===== src/design/sks_pkg.sv =====
// shared types and constants of the sorted key set
package sks_pkg;

  localparam int CMD_W   = 3;
  localparam int KEY_W   = 32;
  localparam int RANK_W  = 6;
  localparam int COUNT_W = 7;

  localparam logic [CMD_W-1:0] CMD_INSERT   = 3'd0;
  localparam logic [CMD_W-1:0] CMD_REMOVE   = 3'd1;
  localparam logic [CMD_W-1:0] CMD_CONTAINS = 3'd2;
  localparam logic [CMD_W-1:0] CMD_READ     = 3'd3;
  localparam logic [CMD_W-1:0] CMD_CLEAR    = 3'd4;

  typedef enum logic [3:0] {
    ST_IDLE,
    ST_START,
    ST_SCAN,
    ST_SHIFT_UP,
    ST_PUT,
    ST_SHIFT_DN,
    ST_RANK_GET,
    ST_RESP
  } state_t;

  typedef enum logic [2:0] {
    IDX_HOLD,
    IDX_ZERO,
    IDX_INC,
    IDX_DEC,
    IDX_TOP,
    IDX_RANK
  } idx_op_t;

  typedef enum logic [1:0] {
    WR_NONE,
    WR_UP,
    WR_DOWN,
    WR_KEY
  } wr_op_t;

  typedef enum logic [1:0] {
    CNT_HOLD,
    CNT_INC,
    CNT_DEC,
    CNT_CLR
  } cnt_op_t;

  typedef struct packed {
    logic    load;
    idx_op_t idx_op;
    logic    save_pos;
    wr_op_t  wr_op;
    cnt_op_t cnt_op;
    logic    hit_set;
    logic    full_set;
    logic    rd_set;
    logic    out_load;
  } ctrl_t;

  typedef struct packed {
    logic             at_end;
    logic             below;
    logic             equal;
    logic             full;
    logic             idx_at_pos;
    logic             idx_at_last;
    logic             rank_ok;
    logic             out_hold;
    logic [CMD_W-1:0] cmd;
  } status_t;

endpackage


===== src/design/sks_ctrl.sv =====
// command sequencer of the sorted key set
module sks_ctrl (
  input  logic            clk,
  input  logic            rst,
  input  logic            in_valid,
  output logic            in_ready,
  input  sks_pkg::status_t status,
  output sks_pkg::ctrl_t   ctrl
);
  import sks_pkg::*;

  state_t state;
  state_t state_next;
  logic   found;

  assign found = !status.at_end && status.equal;

  always_ff @(posedge clk) begin
    if (rst) begin
      state <= ST_IDLE;
    end else begin
      state <= state_next;
    end
  end

  always_comb begin
    state_next = state;
    case (state)
      ST_IDLE: begin
        if (in_valid) state_next = ST_START;
      end
      ST_START: begin
        case (status.cmd)
          CMD_INSERT, CMD_REMOVE, CMD_CONTAINS: state_next = ST_SCAN;
          CMD_READ: state_next = status.rank_ok ? ST_RANK_GET : ST_RESP;
          default: state_next = ST_RESP;
        endcase
      end
      ST_SCAN: begin
        if (status.at_end || !status.below) begin
          case (status.cmd)
            CMD_INSERT: begin
              if (found || status.full) begin
                state_next = ST_RESP;
              end else if (status.at_end) begin
                state_next = ST_PUT;
              end else begin
                state_next = ST_SHIFT_UP;
              end
            end
            CMD_REMOVE: begin
              if (found && !status.idx_at_last) begin
                state_next = ST_SHIFT_DN;
              end else begin
                state_next = ST_RESP;
              end
            end
            default: state_next = ST_RESP;
          endcase
        end
      end
      ST_SHIFT_UP: begin
        if (status.idx_at_pos) state_next = ST_PUT;
      end
      ST_PUT:      state_next = ST_RESP;
      ST_SHIFT_DN: begin
        if (status.idx_at_last) state_next = ST_RESP;
      end
      ST_RANK_GET: state_next = ST_RESP;
      ST_RESP: begin
        if (!status.out_hold) state_next = ST_IDLE;
      end
      default: state_next = ST_IDLE;
    endcase
  end

  always_comb begin
    in_ready      = 1'b0;
    ctrl.load     = 1'b0;
    ctrl.idx_op   = IDX_HOLD;
    ctrl.save_pos = 1'b0;
    ctrl.wr_op    = WR_NONE;
    ctrl.cnt_op   = CNT_HOLD;
    ctrl.hit_set  = 1'b0;
    ctrl.full_set = 1'b0;
    ctrl.rd_set   = 1'b0;
    ctrl.out_load = 1'b0;
    case (state)
      ST_IDLE: begin
        in_ready = 1'b1;
        if (in_valid) begin
          ctrl.load   = 1'b1;
          ctrl.idx_op = IDX_ZERO;
        end
      end
      ST_START: begin
        case (status.cmd)
          CMD_READ: begin
            if (status.rank_ok) ctrl.idx_op = IDX_RANK;
          end
          CMD_CLEAR: begin
            ctrl.cnt_op  = CNT_CLR;
            ctrl.hit_set = 1'b1;
          end
          default: ;
        endcase
      end
      ST_SCAN: begin
        if (!status.at_end && status.below) begin
          ctrl.idx_op = IDX_INC;
        end else begin
          ctrl.save_pos = 1'b1;
          case (status.cmd)
            CMD_INSERT: begin
              if (!found && status.full) begin
                ctrl.full_set = 1'b1;
              end else if (!found && !status.at_end) begin
                ctrl.idx_op = IDX_TOP;
              end
            end
            CMD_REMOVE: begin
              if (found) begin
                ctrl.hit_set = 1'b1;
                if (status.idx_at_last) begin
                  ctrl.cnt_op = CNT_DEC;
                end else begin
                  ctrl.idx_op = IDX_INC;
                end
              end
            end
            CMD_CONTAINS: ctrl.hit_set = found;
            default: ;
          endcase
        end
      end
      ST_SHIFT_UP: begin
        ctrl.wr_op = WR_UP;
        if (!status.idx_at_pos) ctrl.idx_op = IDX_DEC;
      end
      ST_PUT: begin
        ctrl.wr_op   = WR_KEY;
        ctrl.cnt_op  = CNT_INC;
        ctrl.hit_set = 1'b1;
      end
      ST_SHIFT_DN: begin
        ctrl.wr_op = WR_DOWN;
        if (status.idx_at_last) begin
          ctrl.cnt_op = CNT_DEC;
        end else begin
          ctrl.idx_op = IDX_INC;
        end
      end
      ST_RANK_GET: begin
        ctrl.rd_set  = 1'b1;
        ctrl.hit_set = 1'b1;
      end
      ST_RESP: begin
        ctrl.out_load = !status.out_hold;
      end
      default: ;
    endcase
  end

endmodule


===== src/design/sks_dp.sv =====
// key memory, scan index, count and result registers of the sorted key set
module sks_dp #(
  parameter int CAPACITY = 64,
  parameter int KEY_BITS = 32
) (
  input  logic                                clk,
  input  logic                                rst,
  input  sks_pkg::ctrl_t                      ctrl,
  output sks_pkg::status_t                    status,
  input  logic        [sks_pkg::CMD_W-1:0]    cmd,
  input  logic signed [sks_pkg::KEY_W-1:0]    key,
  input  logic        [sks_pkg::RANK_W-1:0]   rank,
  output logic                                out_valid,
  input  logic                                out_ready,
  output logic                                hit,
  output logic                                full_res,
  output logic signed [sks_pkg::KEY_W-1:0]    read_key,
  output logic        [sks_pkg::COUNT_W-1:0]  count
);
  import sks_pkg::*;

  localparam int AW = $clog2(CAPACITY);
  localparam int CW = $clog2(CAPACITY + 1);
  localparam int MW = (CW > RANK_W) ? CW : RANK_W;

  logic signed [KEY_BITS-1:0] mem [CAPACITY];
  logic signed [KEY_BITS-1:0] rdata;
  logic signed [KEY_BITS-1:0] key_reg;
  logic signed [KEY_BITS-1:0] wdata;
  logic        [CMD_W-1:0]    cmd_reg;
  logic        [RANK_W-1:0]   rank_reg;
  logic        [CW-1:0]       idx;
  logic        [CW-1:0]       idx_next;
  logic        [CW-1:0]       idx_up;
  logic        [CW-1:0]       idx_dn;
  logic        [CW-1:0]       pos;
  logic        [CW-1:0]       key_count;
  logic        [AW-1:0]       raddr;
  logic        [AW-1:0]       waddr;
  logic                       we;
  logic                       hit_flag;
  logic                       full_flag;
  logic        [KEY_W-1:0]    rd_val;

  assign idx_up = idx + 1'b1;
  assign idx_dn = idx - 1'b1;

  always_comb begin
    case (ctrl.idx_op)
      IDX_HOLD: idx_next = idx;
      IDX_ZERO: idx_next = '0;
      IDX_INC:  idx_next = idx_up;
      IDX_DEC:  idx_next = idx_dn;
      IDX_TOP:  idx_next = key_count - 1'b1;
      IDX_RANK: idx_next = CW'(rank_reg);
      default:  idx_next = idx;
    endcase
  end

  // read port is addressed with the next index, so rdata matches idx
  assign raddr = idx_next[AW-1:0];

  always_comb begin
    we    = 1'b1;
    waddr = idx_up[AW-1:0];
    wdata = rdata;
    case (ctrl.wr_op)
      WR_NONE: we = 1'b0;
      WR_UP:   waddr = idx_up[AW-1:0];
      WR_DOWN: waddr = idx_dn[AW-1:0];
      WR_KEY: begin
        waddr = pos[AW-1:0];
        wdata = key_reg;
      end
      default: we = 1'b0;
    endcase
  end

  always_ff @(posedge clk) begin
    if (we) mem[waddr] <= wdata;
    rdata <= mem[raddr];
  end

  always_ff @(posedge clk) begin
    idx <= idx_next;
    if (ctrl.save_pos) pos <= idx;
    if (ctrl.load) begin
      cmd_reg  <= cmd;
      key_reg  <= KEY_BITS'(key);
      rank_reg <= rank;
    end
  end

  always_ff @(posedge clk) begin
    if (rst) begin
      key_count <= '0;
    end else begin
      case (ctrl.cnt_op)
        CNT_INC: key_count <= key_count + 1'b1;
        CNT_DEC: key_count <= key_count - 1'b1;
        CNT_CLR: key_count <= '0;
        default: key_count <= key_count;
      endcase
    end
  end

  always_ff @(posedge clk) begin
    if (ctrl.load) begin
      hit_flag  <= 1'b0;
      full_flag <= 1'b0;
      rd_val    <= '0;
    end else begin
      if (ctrl.hit_set)  hit_flag  <= 1'b1;
      if (ctrl.full_set) full_flag <= 1'b1;
      if (ctrl.rd_set)   rd_val    <= KEY_W'($unsigned(rdata));
    end
  end

  always_ff @(posedge clk) begin
    if (rst) begin
      out_valid <= 1'b0;
    end else if (ctrl.out_load) begin
      out_valid <= 1'b1;
    end else if (out_ready) begin
      out_valid <= 1'b0;
    end
  end

  always_ff @(posedge clk) begin
    if (ctrl.out_load) begin
      hit      <= hit_flag;
      full_res <= full_flag;
      read_key <= $signed(rd_val);
      count    <= COUNT_W'(key_count);
    end
  end

  assign status.at_end      = (idx == key_count);
  assign status.below       = (rdata < key_reg);
  assign status.equal       = (rdata == key_reg);
  assign status.full        = (key_count == CW'(CAPACITY));
  assign status.idx_at_pos  = (idx == pos);
  assign status.idx_at_last = (idx_up == key_count);
  assign status.rank_ok     = (MW'(rank_reg) < MW'(key_count));
  assign status.out_hold    = out_valid && !out_ready;
  assign status.cmd         = cmd_reg;

endmodule


===== src/design/sorted_key_set_top.sv =====
// top level of the sorted key set
//
//  channel   direction  handshake            payload
//  command   in         in_valid / in_ready  cmd, key, rank
//  result    out        out_valid/out_ready  hit, full_res, read_key, count
//
// one command at a time; the wait for out_valid after the command transfer is shortest for clear,
// unknown codes or a rank past the count, a little longer for a valid read; contains and misses
// depend on where the scan stops, a remove and a new insert on the count before the command,
// set by the linear scan and the one-entry-a-cycle shift
// reset empties the set at once; key memory contents are not cleared
// a waiting result does not stop the next transfer in; a finished command waits only
// while the output register is still occupied
module sorted_key_set_top #(
  parameter int CAPACITY = 64,
  parameter int KEY_BITS = 32
) (
  input  logic                                clk,
  input  logic                                rst,
  input  logic                                in_valid,
  output logic                                in_ready,
  input  logic        [sks_pkg::CMD_W-1:0]    cmd,
  input  logic signed [sks_pkg::KEY_W-1:0]    key,
  input  logic        [sks_pkg::RANK_W-1:0]   rank,
  output logic                                out_valid,
  input  logic                                out_ready,
  output logic                                hit,
  output logic                                full_res,
  output logic signed [sks_pkg::KEY_W-1:0]    read_key,
  output logic        [sks_pkg::COUNT_W-1:0]  count
);
  import sks_pkg::*;

  // command and status between sequencer and datapath
  ctrl_t   ctrl;
  status_t status;

  // sequencer: scan, shift, write-in and result hand-off
  sks_ctrl u_ctrl (
    .clk      (clk),
    .rst      (rst),
    .in_valid (in_valid),
    .in_ready (in_ready),
    .status   (status),
    .ctrl     (ctrl)
  );

  // datapath: key memory, index, count and the output register
  sks_dp #(
    .CAPACITY (CAPACITY),
    .KEY_BITS (KEY_BITS)
  ) u_dp (
    .clk       (clk),
    .rst       (rst),
    .ctrl      (ctrl),
    .status    (status),
    .cmd       (cmd),
    .key       (key),
    .rank      (rank),
    .out_valid (out_valid),
    .out_ready (out_ready),
    .hit       (hit),
    .full_res  (full_res),
    .read_key  (read_key),
    .count     (count)
  );

endmodule


===== config.mk =====
export PLATFORM = sky130hd
export DESIGN_NAME = sorted_key_set_top
export DESIGN_NICKNAME = d
export VERILOG_FILES = /design/src/design/sks_pkg.sv /design/src/design/sks_ctrl.sv /design/src/design/sks_dp.sv /design/src/design/sorted_key_set_top.sv
export SDC_FILE = /design/constraint.sdc
export NUM_CORES = 2
export LEC_CHECK = 0
export BUFFER_PORTS_ARGS = -buffer_cell sky130_fd_sc_hd__buf_2
export CELL_PAD_IN_SITES_DETAIL_PLACEMENT = 2
export CELL_PAD_IN_SITES_GLOBAL_PLACEMENT = 2
export CORE_MARGIN = 2
export CORE_UTILIZATION = 50
export CTS_CLUSTER_SIZE = 28
export DETAILED_ROUTE_END_ITERATION = 10
export MAX_ROUTING_LAYER = met4
export PLACE_DENSITY_LB_ADDON = 0.25
export SLEW_MARGIN = 20
export SYNTH_ARGS = -nofsm -noshare
export SYNTH_HDL_FRONTEND = slang
export SYNTH_SLANG_ARGS = --single-unit

===== constraint.sdc =====
create_clock -name clk -period 10.6 [get_ports clk]
set_clock_uncertainty 0.15 [all_clocks]
set_input_delay 0.53 -clock clk [delete_from_list [all_inputs] [get_ports clk]]
set_output_delay 0.53 -clock clk [all_outputs]
set_load 0.005 [all_outputs]

# Word-level counts from Yosys, hierarchy flattened
# Memory sizes are Yosys's and may differ from the RTL's. A register that Yosys moved wholly into a read port is not among the register bits.
# Cells that the tools add are included.
# word_totals
memories,1
out_inout_bits,43
ramBits,2048
regBits,142
# mem_list
memory,depth,width,rd,rd_ports_with_merged_regs,wr,line_no,rtl
u_dp.mem,64,32,1,1,1,sks_dp.sv:26,logic signed [KEY_BITS-1:0] mem [CAPACITY];
# op_classes
reduce_logical,23
magnitude_cmp,2
muxes,48
add_sub_neg,4
n_eq_ne,31
# ops
cell,count
$pmux 7 s5,1
$eq 32x32->1,1
$lt 32x32->1,1
$mux 32,1
$mux 4,8
$pmux 4 s7,1
$mux 3,8
$eq 7x7->1,3
$pmux 7 s3,1
$eq 4x3->1 const B,4
$pmux 4 s2,2
$pmux 3 s5,1
$add 7x1->7 const B,2
$sub 7x1->7 const B,2
$mux 1,13
$eq 3x2->1 const B,4
$mux 2,6
$pmux 6 s2,1
$eq 3x3->1 const B,3
$eq 2x2->1 const B,4
$eq 4x2->1 const B,2
$pmux 2 s4,1
$eq 7x7->1 const B,1
$lt 6x7->1,1
21 further kinds,36

# Longest topological paths before layout
# depth
ltp_word,12
depth_mapped,20
mapped_depth_nobuf,16

# By module
# A second synthesis with hierarchy kept.
# unflattened
hier_cells,5936
hier_area_um2,87261.2
# modules_own_cells
mod,cells_each,n_inst,area_each_um2,seq_area_each_um2
sks_dp,5856,1,86719.4,65803.1
sks_ctrl,80,1,541.8,60.1

# Least setup slack after synthesis
# OpenSTA, ideal clock, no wires.
# synth_path
path_kind,flip-flop to flip-flop
start,reg u_ctrl.state[1]
end,mem u_dp.mem[0][0] (data pin)
path_slack_ps,5913
t_required_ps,9748
setup_time_ps,702
t_arrival_ps,3835
stages_incl_launch_ff,6
path_cell_list,dfxtp_1 -> clkbuf_1 -> nor3_1 -> clkbuf_1 -> clkbuf_1 -> o21ai_0
# synth_between
elab_chain_cells,4
word_cells_on_any_way,6
cone_classes,eq/ne: 4; mux: 2
# synth_lines
element,line_no,rtl
from (decl),sks_ctrl.sv:12,state_t state;
from (signal assigned),sks_ctrl.sv:22,state <= state_next;
$eq 4x3->1 or $eq 4x2->1 (tied branches),sks_ctrl.sv:88,case (state)
$pmux 2 s3 (*),sks_ctrl.sv:88,
$eq 2x2->1 (*),sks_dp.sv:67,case (ctrl.wr_op)
$mux 32 (*),sks_dp.sv:67,
net u_dp.wdata[0],sks_dp.sv:29,logic signed [KEY_BITS-1:0] wdata;
to (decl),sks_dp.sv:26,
# The timed path passes the listed nets; every way through them passes the cells marked *.

# Worst setup path in the final report
# layout_path
start,reg u_dp.key_reg[15]
end,"reg u_dp.rdata[27], read port of u_dp.mem"
# layout_between
elab_chain_cells,11
word_cells_on_any_way,19
cone_classes,order compare: 1; eq/ne: 6; mux: 7; reduce/logical: 5
# layout_lines
element,line_no,rtl
from (decl),sks_dp.sv:28,logic signed [KEY_BITS-1:0] key_reg;
from (signal assigned),sks_dp.sv:89,key_reg <= KEY_BITS'(key);
$eq 32x32->1,sks_dp.sv:140,assign status.equal = (rdata == key_reg);
$logic_and 1x1->1,sks_ctrl.sv:16,assign found = !status.at_end && status.equal;
$logic_not 1->1,"sks_ctrl.sv:115, sks_ctrl.sv:117",
$logic_and 1x1->1,sks_ctrl.sv:117,end else if (!found && !status.at_end) begin
$mux 3,sks_ctrl.sv:117,
$mux 3,sks_ctrl.sv:115,if (!found && status.full) begin
$pmux 3 s2,sks_ctrl.sv:113,case (status.cmd)
$mux 3 (*),sks_ctrl.sv:109,if (!status.at_end && status.below) begin
$pmux 3 s5 (*),sks_ctrl.sv:88,
"$eq 3x3->1, or another cell as far along",sks_dp.sv:49,case (ctrl.idx_op)
$pmux 7 s5 (*),sks_dp.sv:49,
to (decl),sks_dp.sv:27,logic signed [KEY_BITS-1:0] rdata;
# Mark *: on every way between the ends. The rest lies on a longest branch, timed or not.
# A chain may end at the register's enable or synchronous reset.

==> impl_metrics.ini <==
[outcome]
status = complete, but fails checks
failed_checks = max-capacitance violations, max-slew violations

[cts]
numCtsBuffers = 223
clk_latency_ps = 930
cts-root-buf = clkbuf_16
cts-resized-gates = 0
post-cts-setup-buffers = 0
cts_sinks = 2221
hold_buffers = 44
cts_tree = yes
path_clk_slew_ps = 80
clock_tree.buffer_depth = 3
h-tree-depth = 4

[routing]
firstDrtPassIters = 8
antenna_left = 0
vias = 65700
wirelength_um = 447000
wire_per_inst_um = 50.9
viasPerCell = 7.49
drt_iter0_markers = 13200
drcViolationCount = 0

[logic_synthesis]
synthCells = 5957
ys_types = 93
synth_ff_type = edfxtp_1
synth_nets = 6043
synth-edff-count = 2138
synthArstFlopShare = 0
syn-cell-area_um2 = 88200
syn_area_per_cell_um2 = 14.8
yosysSeqAreaShare = 0.747
synth_top_area_frac = 0.728
synth.top_cells.by_area = edfxtp_1 73%, mux2i_1 5.9%, nand2_1 5.1%
ys_seq_elements = 2221
yosys_warnings = 0
yosys.area.top_type = edfxtp_1

[global_routing]
grt_antenna_before_repair = 52
grt_util_met2 = 0.731
grt_max_degree = 154
met3_usage = 0.161
grt_pass1_vias = 66300
grt_pass1_wl_um = 581000
grt_overflow = 0
met1_usage = 0.546
grt_busiest_layer = met2
grt_usage = 0.490

[placement]
gp_congestion = 0.938
numPortBuffers = 87
dp_hpwl_um = 217000

[final_layout]
nets = 6240
largest_register_ffs = 2048
layout-drive-gt1-share = 0.123
n_fill_cell = 15300
top_register = u_dp.mem
area_growth_pct = 13.2

[sta]
grt_setup_unrepaired = false
worst_pin_slew_ps = 2000
relSlewSlack = -0.339
tns_ps = 0
drv_slew = 8
finalCritPeriodShare = 0.858
max_freq_mhz = 110
setup_violations = 0
hold_viol = 0
period_needed_ps = 9100

[hold_path]
min_path_cells = 5
hold_path.class = primary input to flip-flop

[die]
die_h_um = 424
rows = 154
die_w_um = 424
start_util = 0.502
core-area_um2 = 176000
dieArea_um2 = 180000
io_pins = 88

[critical_path]
reg2reg_depth = 16
critPathCaptureType = flip-flop
path_class = flip-flop to flip-flop
required_ps = 11190
crit_fanout = 40
worstPathArrival_ps = 9680
start_kind = flip-flop

[job]
drv_cap = 3
stage by stage:
| step | setup slack [ps] | cell area [um^2] | std cells | hold WS (ps) | util |
|---|---|---|---|---|---|
| after global routing | 1970 | 99800 | 8764 | 152 | 0.568 |
| after detailed placement | 3330 | 92000 | 8216 | 268 | 0.523 |
| after CTS | 2910 | 99400 | 8673 | 138 | 0.565 |
| after global placement | 2650 | 91800 | 8210 | 264 | 0.523 |
| after floorplan | 5910 | 88200 | 5957 | 253 | - |
| final | 1500 | 99800 | 8774 | 202 | 0.568 |
critical path: stages, from the launching register on:
cell	delay, ps
edfxtp_1	500
inv_1	120
ha_1	410
nand4_1	340
nor4_1	1160
a21boi_1	350
nor4_1	550
o21ai_2	230
a21o_1	340
a31o_2	320
buf_4	340
a211oi_4	790
buf_4	710
a32oi_1	170
a31oi_1	1420
nor4_1	490
and3_1	420
layout by cell type, fill, tap and decap left out, types with 19 or more instances in the layout:
cell type      count
a22oi_1           61
buf_2             87
ha_1              41
buf_4            162
nand2_1         1202
edfxtp_1        2138
nor2_1            44
clkinv_1          57
dfxtp_1           83
clkinv_2          47
nor4_1            21
a221oi_1          20
mux2_2            30
diode_2           92
o22ai_1           46
inv_1             47
a32oi_1           82
xnor2_1           19
o21ai_0           31
a21oi_1          141
dlygate4sd3_1     44
a31oi_1          122
clkbuf_1          45
mux2i_1          519
nand4_1           22
clkbuf_16        228
nand3_1          507
and3_1            44
nor2_4            67
a211oi_1          26
layout make-up:
class	count	area, um^2	share of cell area
repair buffers	314	2470	0.0247
clock inverters	132	993	0.00995
well taps	2340	2930	0.0293
inverters	52	213	0.00213
clock buffers	281	5980	0.0600
diodes	92	230	0.00231
flip-flops and latches	2221	65900	0.660
multi-input cells	3342	21100	0.212
layer usage:
metal / up-vias / part of all wire
met5: - / 0
met3: 2439 / 0.13
met2: 6869 / 0.44
met4: 0 / 0.10
li1: 23200 / -
met1: 33200 / 0.32
cells by family (layout without fill, tap and decap cells):
kind of cell               count (synthesis)  after routing  share of synthesized area
adders and majority gates                 41             41                    0.00582
muxes                                    569            569                     0.0671
xor gates and xnor gates                  32             32                    0.00335
AOI/OAI and AO/OA                        687            687                     0.0552
other                                      0             92                          0
DFF                                     2221           2221                      0.747
and+or+nand+nor                         2013           2013                     0.0995
buffers and inverters                    394            779                     0.0220
synth_stat cells, types with 41 or more instances:
cell type and number:
ha_1 41, buf_4 42, o22ai_1 51, buf_2 187, dfxtp_1 83, a22oi_1 61, a32oi_1 82, a31oi_1 127
nand2_1 1203, and3_1 44, a21oi_1 146, nor2_1 114, nand3_1 509, clkbuf_1 83, inv_1 47, mux2i_1 519
edfxtp_1 2138
worst paths after layout:
path,start,end,slack (ps)
max,u_dp.key_reg[15],u_dp.rdata[27],1500
max reg2reg,u_dp.key_reg[15],u_dp.rdata[27],1500
min reg2reg,u_dp.rd_val[13],u_dp.read_key[13],310
min,in_valid,u_ctrl.state[1],200
Power is left out: the tool's default activity adds up to more than one toggle a clock period on the data nets, which glitch-free logic cannot reach.
